**src/cal_pkg.sv**
```systemverilog
`timescale 1ns / 1ps

package cal_pkg;

    localparam int DEPTH  = 64;
    localparam int PTR_W  = $clog2(DEPTH);
    localparam int CNT_W  = $clog2(DEPTH + 1);
    localparam int DATA_W = 32;

    localparam logic [1:0] CMD_GET     = 2'd0;
    localparam logic [1:0] CMD_PREPEND = 2'd1;
    localparam logic [1:0] CMD_APPEND  = 2'd2;
    localparam logic [1:0] CMD_REMOVE  = 2'd3;

    localparam logic [1:0] ST_OK    = 2'd0;
    localparam logic [1:0] ST_FULL  = 2'd1;
    localparam logic [1:0] ST_RANGE = 2'd2;

    // one store request per cycle, a write and a read: logical indexes, mapped through the head pointer
    typedef struct packed {
        logic              wr_en;
        logic [PTR_W-1:0]  wr_idx;
        logic [DATA_W-1:0] wr_data;
        logic              rd_en;
        logic [PTR_W-1:0]  rd_idx;
    } mem_req_t;

endpackage

```
**src/circular_array_list.sv**
```systemverilog
`timescale 1ns / 1ps

// List of up to DEPTH 32-bit elements in a circular store with a head pointer
// and a count. Each item is one command (get, prepend, append, remove at
// index) and gives exactly one result with read data, status and the new
// count. The block takes one item at a time, from S_DECIDE to S_RESP: a get
// that succeeds passes through S_GET for the read data, a removal that moves
// elements through S_SHIFT. That removal moves n elements by one slot: those
// before the index if it is at most half the count, else those after it, so
// n is at most DEPTH/2. The single store port pair does one read and one
// write per cycle while the shift walks the elements. A new item is
// accepted while the previous result still waits on m_ready.
module circular_array_list
    import cal_pkg::*;
(
    input  logic                     aclk,
    input  logic                     aresetn,
    input  logic                     s_valid,
    output logic                     s_ready,
    input  logic [1:0]               s_cmd,
    input  logic [5:0]               s_position,
    input  logic signed [DATA_W-1:0] s_item_value,
    output logic                     m_valid,
    input  logic                     m_ready,
    output logic signed [DATA_W-1:0] m_read_data,
    output logic [1:0]               m_status,
    output logic [CNT_W-1:0]         m_count
);

    localparam logic [2:0] S_IDLE   = 3'd0;
    localparam logic [2:0] S_DECIDE = 3'd1;
    localparam logic [2:0] S_GET    = 3'd2;
    localparam logic [2:0] S_SHIFT  = 3'd3;
    localparam logic [2:0] S_RESP   = 3'd4;

    logic [2:0]        state_reg, state_next;
    logic [PTR_W-1:0]  head_reg, head_next;
    logic [CNT_W-1:0]  count_reg, count_next;
    logic [1:0]        cmd_reg;
    logic [PTR_W-1:0]  pos_reg;
    logic [DATA_W-1:0] val_reg;
    logic [PTR_W-1:0]  src_reg, src_next;
    logic [PTR_W-1:0]  dst_reg, dst_next;
    logic [PTR_W-1:0]  moves_reg, moves_next;
    logic              down_reg, down_next;
    logic [DATA_W-1:0] res_data_reg, res_data_next;
    logic [1:0]        res_status_reg, res_status_next;
    logic              m_valid_reg;
    logic [DATA_W-1:0] m_read_data_reg;
    logic [1:0]        m_status_reg;
    logic [CNT_W-1:0]  m_count_reg;

    mem_req_t          req;
    logic [DATA_W-1:0] rd_data;
    logic [CNT_W-1:0]  pos_ext;
    logic              in_range;
    logic              full;
    logic [CNT_W-1:0]  tail_moves;
    logic              resp_load;

    cal_store u_store (
        .aclk    (aclk),
        .head    (head_reg),
        .req     (req),
        .rd_data (rd_data)
    );

    assign pos_ext    = {{(CNT_W-PTR_W){1'b0}}, pos_reg};
    assign in_range   = pos_ext < count_reg;
    assign full       = count_reg == CNT_W'(DEPTH);
    assign tail_moves = count_reg - CNT_W'(1) - pos_ext;
    assign resp_load  = (state_reg == S_RESP) && (!m_valid_reg || m_ready);

    always_comb begin
        state_next      = state_reg;
        head_next       = head_reg;
        count_next      = count_reg;
        src_next        = src_reg;
        dst_next        = dst_reg;
        moves_next      = moves_reg;
        down_next       = down_reg;
        res_data_next   = res_data_reg;
        res_status_next = res_status_reg;
        req             = '0;

        unique case (state_reg)
            S_IDLE: begin
                if (s_valid) begin
                    state_next = S_DECIDE;
                end
            end
            S_DECIDE: begin
                res_data_next   = '0;
                res_status_next = ST_OK;
                state_next      = S_RESP;
                unique case (cmd_reg)
                    CMD_GET: begin
                        if (in_range) begin
                            req.rd_en  = 1'b1;
                            req.rd_idx = pos_reg;
                            state_next = S_GET;
                        end else begin
                            res_status_next = ST_RANGE;
                        end
                    end
                    CMD_PREPEND, CMD_APPEND: begin
                        if (full) begin
                            res_status_next = ST_FULL;
                        end else begin
                            req.wr_en   = 1'b1;
                            req.wr_data = val_reg;
                            count_next  = count_reg + CNT_W'(1);
                            if (cmd_reg == CMD_PREPEND) begin
                                // logical index minus one is the slot before head
                                req.wr_idx = '1;
                                head_next  = head_reg - PTR_W'(1);
                            end else begin
                                req.wr_idx = count_reg[PTR_W-1:0];
                            end
                        end
                    end
                    CMD_REMOVE: begin
                        if (!in_range) begin
                            res_status_next = ST_RANGE;
                        end else if (pos_ext > (count_reg >> 1)) begin
                            // tail side moves down
                            count_next = count_reg - CNT_W'(1);
                            if (tail_moves != '0) begin
                                down_next   = 1'b1;
                                moves_next  = tail_moves[PTR_W-1:0];
                                req.rd_en   = 1'b1;
                                req.rd_idx  = pos_reg + PTR_W'(1);
                                src_next    = pos_reg + PTR_W'(2);
                                dst_next    = pos_reg;
                                count_next  = count_reg;
                                state_next  = S_SHIFT;
                            end
                        end else begin
                            // head side moves up, element 0 included
                            if (pos_reg != '0) begin
                                down_next  = 1'b0;
                                moves_next = pos_reg;
                                req.rd_en  = 1'b1;
                                req.rd_idx = pos_reg - PTR_W'(1);
                                src_next   = pos_reg - PTR_W'(2);
                                dst_next   = pos_reg;
                                state_next = S_SHIFT;
                            end else begin
                                head_next  = head_reg + PTR_W'(1);
                                count_next = count_reg - CNT_W'(1);
                            end
                        end
                    end
                    default: ;
                endcase
            end
            S_GET: begin
                res_data_next = rd_data;
                state_next    = S_RESP;
            end
            S_SHIFT: begin
                // write the element read last cycle, read the next one while moves remain
                req.wr_en   = 1'b1;
                req.wr_idx  = dst_reg;
                req.wr_data = rd_data;
                moves_next  = moves_reg - PTR_W'(1);
                if (moves_reg != PTR_W'(1)) begin
                    req.rd_en  = 1'b1;
                    req.rd_idx = src_reg;
                    if (down_reg) begin
                        src_next = src_reg + PTR_W'(1);
                        dst_next = dst_reg + PTR_W'(1);
                    end else begin
                        src_next = src_reg - PTR_W'(1);
                        dst_next = dst_reg - PTR_W'(1);
                    end
                end else begin
                    count_next = count_reg - CNT_W'(1);
                    if (!down_reg) begin
                        head_next = head_reg + PTR_W'(1);
                    end
                    state_next = S_RESP;
                end
            end
            S_RESP: begin
                if (resp_load) begin
                    state_next = S_IDLE;
                end
            end
            default: begin
                state_next = S_IDLE;
            end
        endcase
    end

    always_ff @(posedge aclk) begin
        if (!aresetn) begin
            state_reg   <= S_IDLE;
            head_reg    <= '0;
            count_reg   <= '0;
            m_valid_reg <= 1'b0;
        end else begin
            state_reg <= state_next;
            head_reg  <= head_next;
            count_reg <= count_next;
            if (resp_load) begin
                m_valid_reg <= 1'b1;
            end else if (m_ready) begin
                m_valid_reg <= 1'b0;
            end
        end
    end

    always_ff @(posedge aclk) begin
        if (state_reg == S_IDLE && s_valid) begin
            cmd_reg <= s_cmd;
            pos_reg <= s_position;
            val_reg <= s_item_value;
        end
        src_reg        <= src_next;
        dst_reg        <= dst_next;
        moves_reg      <= moves_next;
        down_reg       <= down_next;
        res_data_reg   <= res_data_next;
        res_status_reg <= res_status_next;
        if (resp_load) begin
            m_read_data_reg <= res_data_reg;
            m_status_reg    <= res_status_reg;
            m_count_reg     <= count_reg;
        end
    end

    assign s_ready     = state_reg == S_IDLE;
    assign m_valid     = m_valid_reg;
    assign m_read_data = m_read_data_reg;
    assign m_status    = m_status_reg;
    assign m_count     = m_count_reg;

endmodule

```
**src/cal_store.sv**
```systemverilog
`timescale 1ns / 1ps

module cal_store
    import cal_pkg::*;
(
    input  logic              aclk,
    input  logic [PTR_W-1:0]  head,
    input  mem_req_t          req,
    output logic [DATA_W-1:0] rd_data
);

    logic [DATA_W-1:0] mem [DEPTH];
    logic [DATA_W-1:0] rd_data_reg;
    logic [PTR_W-1:0]  wr_slot;
    logic [PTR_W-1:0]  rd_slot;

    // ring wrap comes from the pointer width
    assign wr_slot = head + req.wr_idx;
    assign rd_slot = head + req.rd_idx;

    always_ff @(posedge aclk) begin
        if (req.wr_en) begin
            mem[wr_slot] <= req.wr_data;
        end
        if (req.rd_en) begin
            rd_data_reg <= mem[rd_slot];
        end
    end

    assign rd_data = rd_data_reg;

endmodule

```
**config.mk**
```make
export PLATFORM = sky130hd
export DESIGN_NAME = circular_array_list
export DESIGN_NICKNAME = d
export VERILOG_FILES = /design/src/cal_pkg.sv /design/src/circular_array_list.sv /design/src/cal_store.sv
export SDC_FILE = /design/constraint.sdc
export NUM_CORES = 2
export LEC_CHECK = 0
export ABC_AREA = 0
export BUFFER_PORTS_ARGS = -buffer_cell sky130_fd_sc_hd__buf_2
export CAP_MARGIN = 5
export CORE_ASPECT_RATIO = 0.9
export CORE_UTILIZATION = 60
export CTS_CLUSTER_DIAMETER = 100
export CTS_CLUSTER_SIZE = 14
export DETAILED_ROUTE_END_ITERATION = 7
export PLACE_DENSITY = 0.77
export SLEW_MARGIN = 40
export SYNTH_ARGS = -nofsm -noshare
export SYNTH_HDL_FRONTEND = slang
export SYNTH_SLANG_ARGS = --single-unit
```
**constraint.sdc**
```tcl
create_clock -name aclk -period 12.1 [get_ports aclk]
set_input_delay 0.605 -clock aclk [delete_from_list [all_inputs] [get_ports aclk]]
set_output_delay 0.605 -clock aclk [all_outputs]
set_load 0.01 [all_outputs]
```
==> metrics.txt <==
row count between 100 and 150; crit path kind flop to flop; first-pass GRT wire length 328000 um; largest net degree at the start of global routing about 150; Worst Hold End pos_reg[4]; GR met3 Demand/Resource 0.1372; setup bufs post-CTS 0; M1 GR Usage 0.4538; Internal Power 0.01164 W; Vias around 46000; WL/cell approximately 35 um; fraction of layout cells with a size suffix above 1 0.2287; Chip Width a little over 400 um; Crit path arrival time 8.38 ns; Startpoint Class flop; gr busiest metal met1; sequential area share after synthesis 0.7677; met2 GRT Util 0.4526; Worst Hold Launch s_position[4]; Max FO, Critical Path 94; Worst Tran Pin Value about 0.92 ns; post-route ant nets 0; nets@finish 4738; #FFs+latches synth between 2000 and 2500; min cycle time layout between 7 and 8 ns; I/O Pins 87; total CTS buffers ~180; relative slew slack 0.3869; Post-Syn Area a little under 90000 um^2; clk_lat worst skew 0.83 ns; TritonCTS clock tree done; First DRT Iteration DRCs 7667; Detail Placement HPWL about 130000 um; Leakage between 30 and 40 nW; die area 146600 um^2; asr flop ratio synth 0; average size of a mapped cell around 20 um^2; Worst EP required between 10 and 15 ns; Hold Path Stages 1; R2R Path End u_store.rd_data[20]; status finished clean; Total Power between 0.015 and 0.02 W; Total Routed Length approximately 230000 um; input/output buffers 86; synth cell count leaders edfxtp_1, nand2_1, mux4_2; vias in the first global route between 40000 and 50000; post-CTS sizing 0; Reg2Reg Depth 21; Main synth FF type edfxtp_1; CTS clock-pin slew for the worst setup and hold paths around 0.08 ns; Largest register FFs 2048; fin. max-slew vios 0; Root Driver clkbuf_16; Synth cell types between 60 and 70; H-tree depth 4; Psw about 0.0035 W; Crit. End Element flop; post-route clock period utilization 0.6396; Top reg by flops u_store.mem; Post-Route Utilization 0.6674; core area roughly 140000 um^2; RSZ-0062 raised after global routing no; clock skew ~0.037 ns; Bufs on Longest Clock Path 3; dominant cell type by area after synthesis edfxtp_1; Via density 7.003; post-route DRC violation count 0; Mapped Cells about 4400; pwr dens 157.8 nW/um^2; antenna violations before repair 11; Comb power frac 0.092; most common cell in the synthesized netlist edfxtp_1; synthesis warning total 0; Synth area leaders edfxtp_1, mux4_2, nand2_1, nand3_1, ha_1; total track usage 0.3216; Worst Hold Class input port to flop; post-synth top area share 0.7638; reg2reg start count_reg[2]; net switching fraction of the power 0.2317; Initial Util 0.6051; final setup margin 4.361 ns; drt pass-1 iters 8; Die Y 363.3 um; Final Setup Violations 0; Seq pwr share 0.566; r2r setup slk around 4.4 ns; EDFF count, synth ~2200; Placer Congestion a little under 1; DP Worst Slack roughly 4.7 ns; Max Fclk between 100 and 150 MHz; Max-Cap Viols 0; Syn-to-layout area delta 10.30%; Clk pwr share 0.343; Final Hold Fails 0; Mapped Nets between 4000 and 5000; setup TNS 0 ns; gr ovfl total 0; clk sink count about 2200; VDD IR max between 0.1 and 0.15 mV
-- cells by family after synthesis --
| group | share of synthesized area |
|---|---|
| AO/OA/AOI/OAI | 0.01311 |
| buffers and inverters | 0.01194 |
| adder cells (fa/ha/maj) | 0.008854 |
| XOR/XNOR | 0.005520 |
| AND/OR/NAND/NOR | 0.05652 |
| flip-flops | 0.7677 |
| multiplexers | 0.1364 |
-- per-stage QoR --
step / cell area, um^2 / hold slack [ns] / std cells
final: 96010 / 0.05942 / 6606
after global routing: 96010 / 0.01823 / 6605
after CTS: 95910 / 0.003357 / 6601
after detailed placement: 90820 / 0.4045 / 6360
after global placement: 90720 / 0.4028 / 6359
after floorplan: 87050 / 0.4003 / 4420
-- cells in the final DEF, fill, tap and decap left out, types with 12 or more instances in the layout --
cell type,n
nand3_1,268
nor2_1,45
a21oi_1,45
nor2_4,68
mux2i_1,34
clkbuf_1,12
inv_1,32
mux4_2,512
nand2_1,565
buf_4,121
a22o_2,31
dfxtp_1,17
and2_1,35
nand4_1,66
ha_1,51
edfxtp_1,2214
xnor2_1,36
dlygate4sd3_1,36
o21ai_0,30
xor2_1,15
buf_2,86
clkbuf_16,177
-- power groups by stage --
| stage | sequential (W) | clock [W] | combinational (W) |
|---|---|---|---|
| floorplan | 0.00872 | 0 | 0.000830 |
| global placement | 0.00873 | 0 | 0.00131 |
| detailed placement | 0.00873 | 0 | 0.00133 |
| CTS | 0.00857 | 0.00521 | 0.00135 |
| global route | 0.00856 | 0.00548 | 0.00145 |
| finish | 0.00857 | 0.00519 | 0.00139 |
-- layout make-up --
| type | instances | area [um^2] |
|---|---|---|
| multi-input combinational | 1933 | 19890 |
| clock inverter | 16 | 250.2 |
| clock buffer | 189 | 4474 |
| tap | 1943 | 2431 |
| timing repair buffer | 260 | 2018 |
| fill | 8700 | 47840 |
| antenna | 1 | 2.502 |
| inverter | 33 | 123.9 |
| sequential | 2231 | 66820 |
-- critical path: stages, from the launching register on --
cell and delay [ns]:
dfxtp_1 0.43, nor3_1 0.37, and3_1 0.25, xnor2_1 0.14, ha_1 0.31, nor3b_1 0.17
a311o_1 0.30, a311oi_2 0.26, nor4b_4 0.30, and2_2 0.22, nor2_1 0.08, a221o_1 0.38
a31o_2 0.25, ha_1 0.40, xnor2_2 0.68, buf_4 0.72, buf_12 0.39, buf_16 0.46
nand2_1 0.09, nand3_1 0.29, nand4_1 0.57, mux2i_1 0.35
-- how the worst max path moves through the flow --
stage / from / end / slack (ns)
floorplan: count_reg[2] / u_store.rd_data[0] / 7.01
finish: count_reg[2] / u_store.rd_data[20] / 4.36
detailed placement: count_reg[2] / u_store.rd_data[8] / 4.72
global placement: count_reg[5] / u_store.rd_data[8] / 4.41
global route: count_reg[0] / u_store.rd_data[20] / 4.06
CTS: count_reg[0] / u_store.rd_data[20] / 4.66
-- per-layer routing --
layer / part of all wire / vias up
li1: - / 18130
met1: 0.36 / 23800
met2: 0.43 / 3857
met3: 0.17 / 456
met4: 0.038 / 24
met5: 0.0013 / -
-- timing repair --
| action | in CTS | in global routing |
|---|---|---|
| hold endpoints to repair | 36 | 0 |
| hold buffers | 36 | 0 |
| setup endpoints to repair | 0 | 0 |
Note: power is estimated with default switching activity, not from simulation.
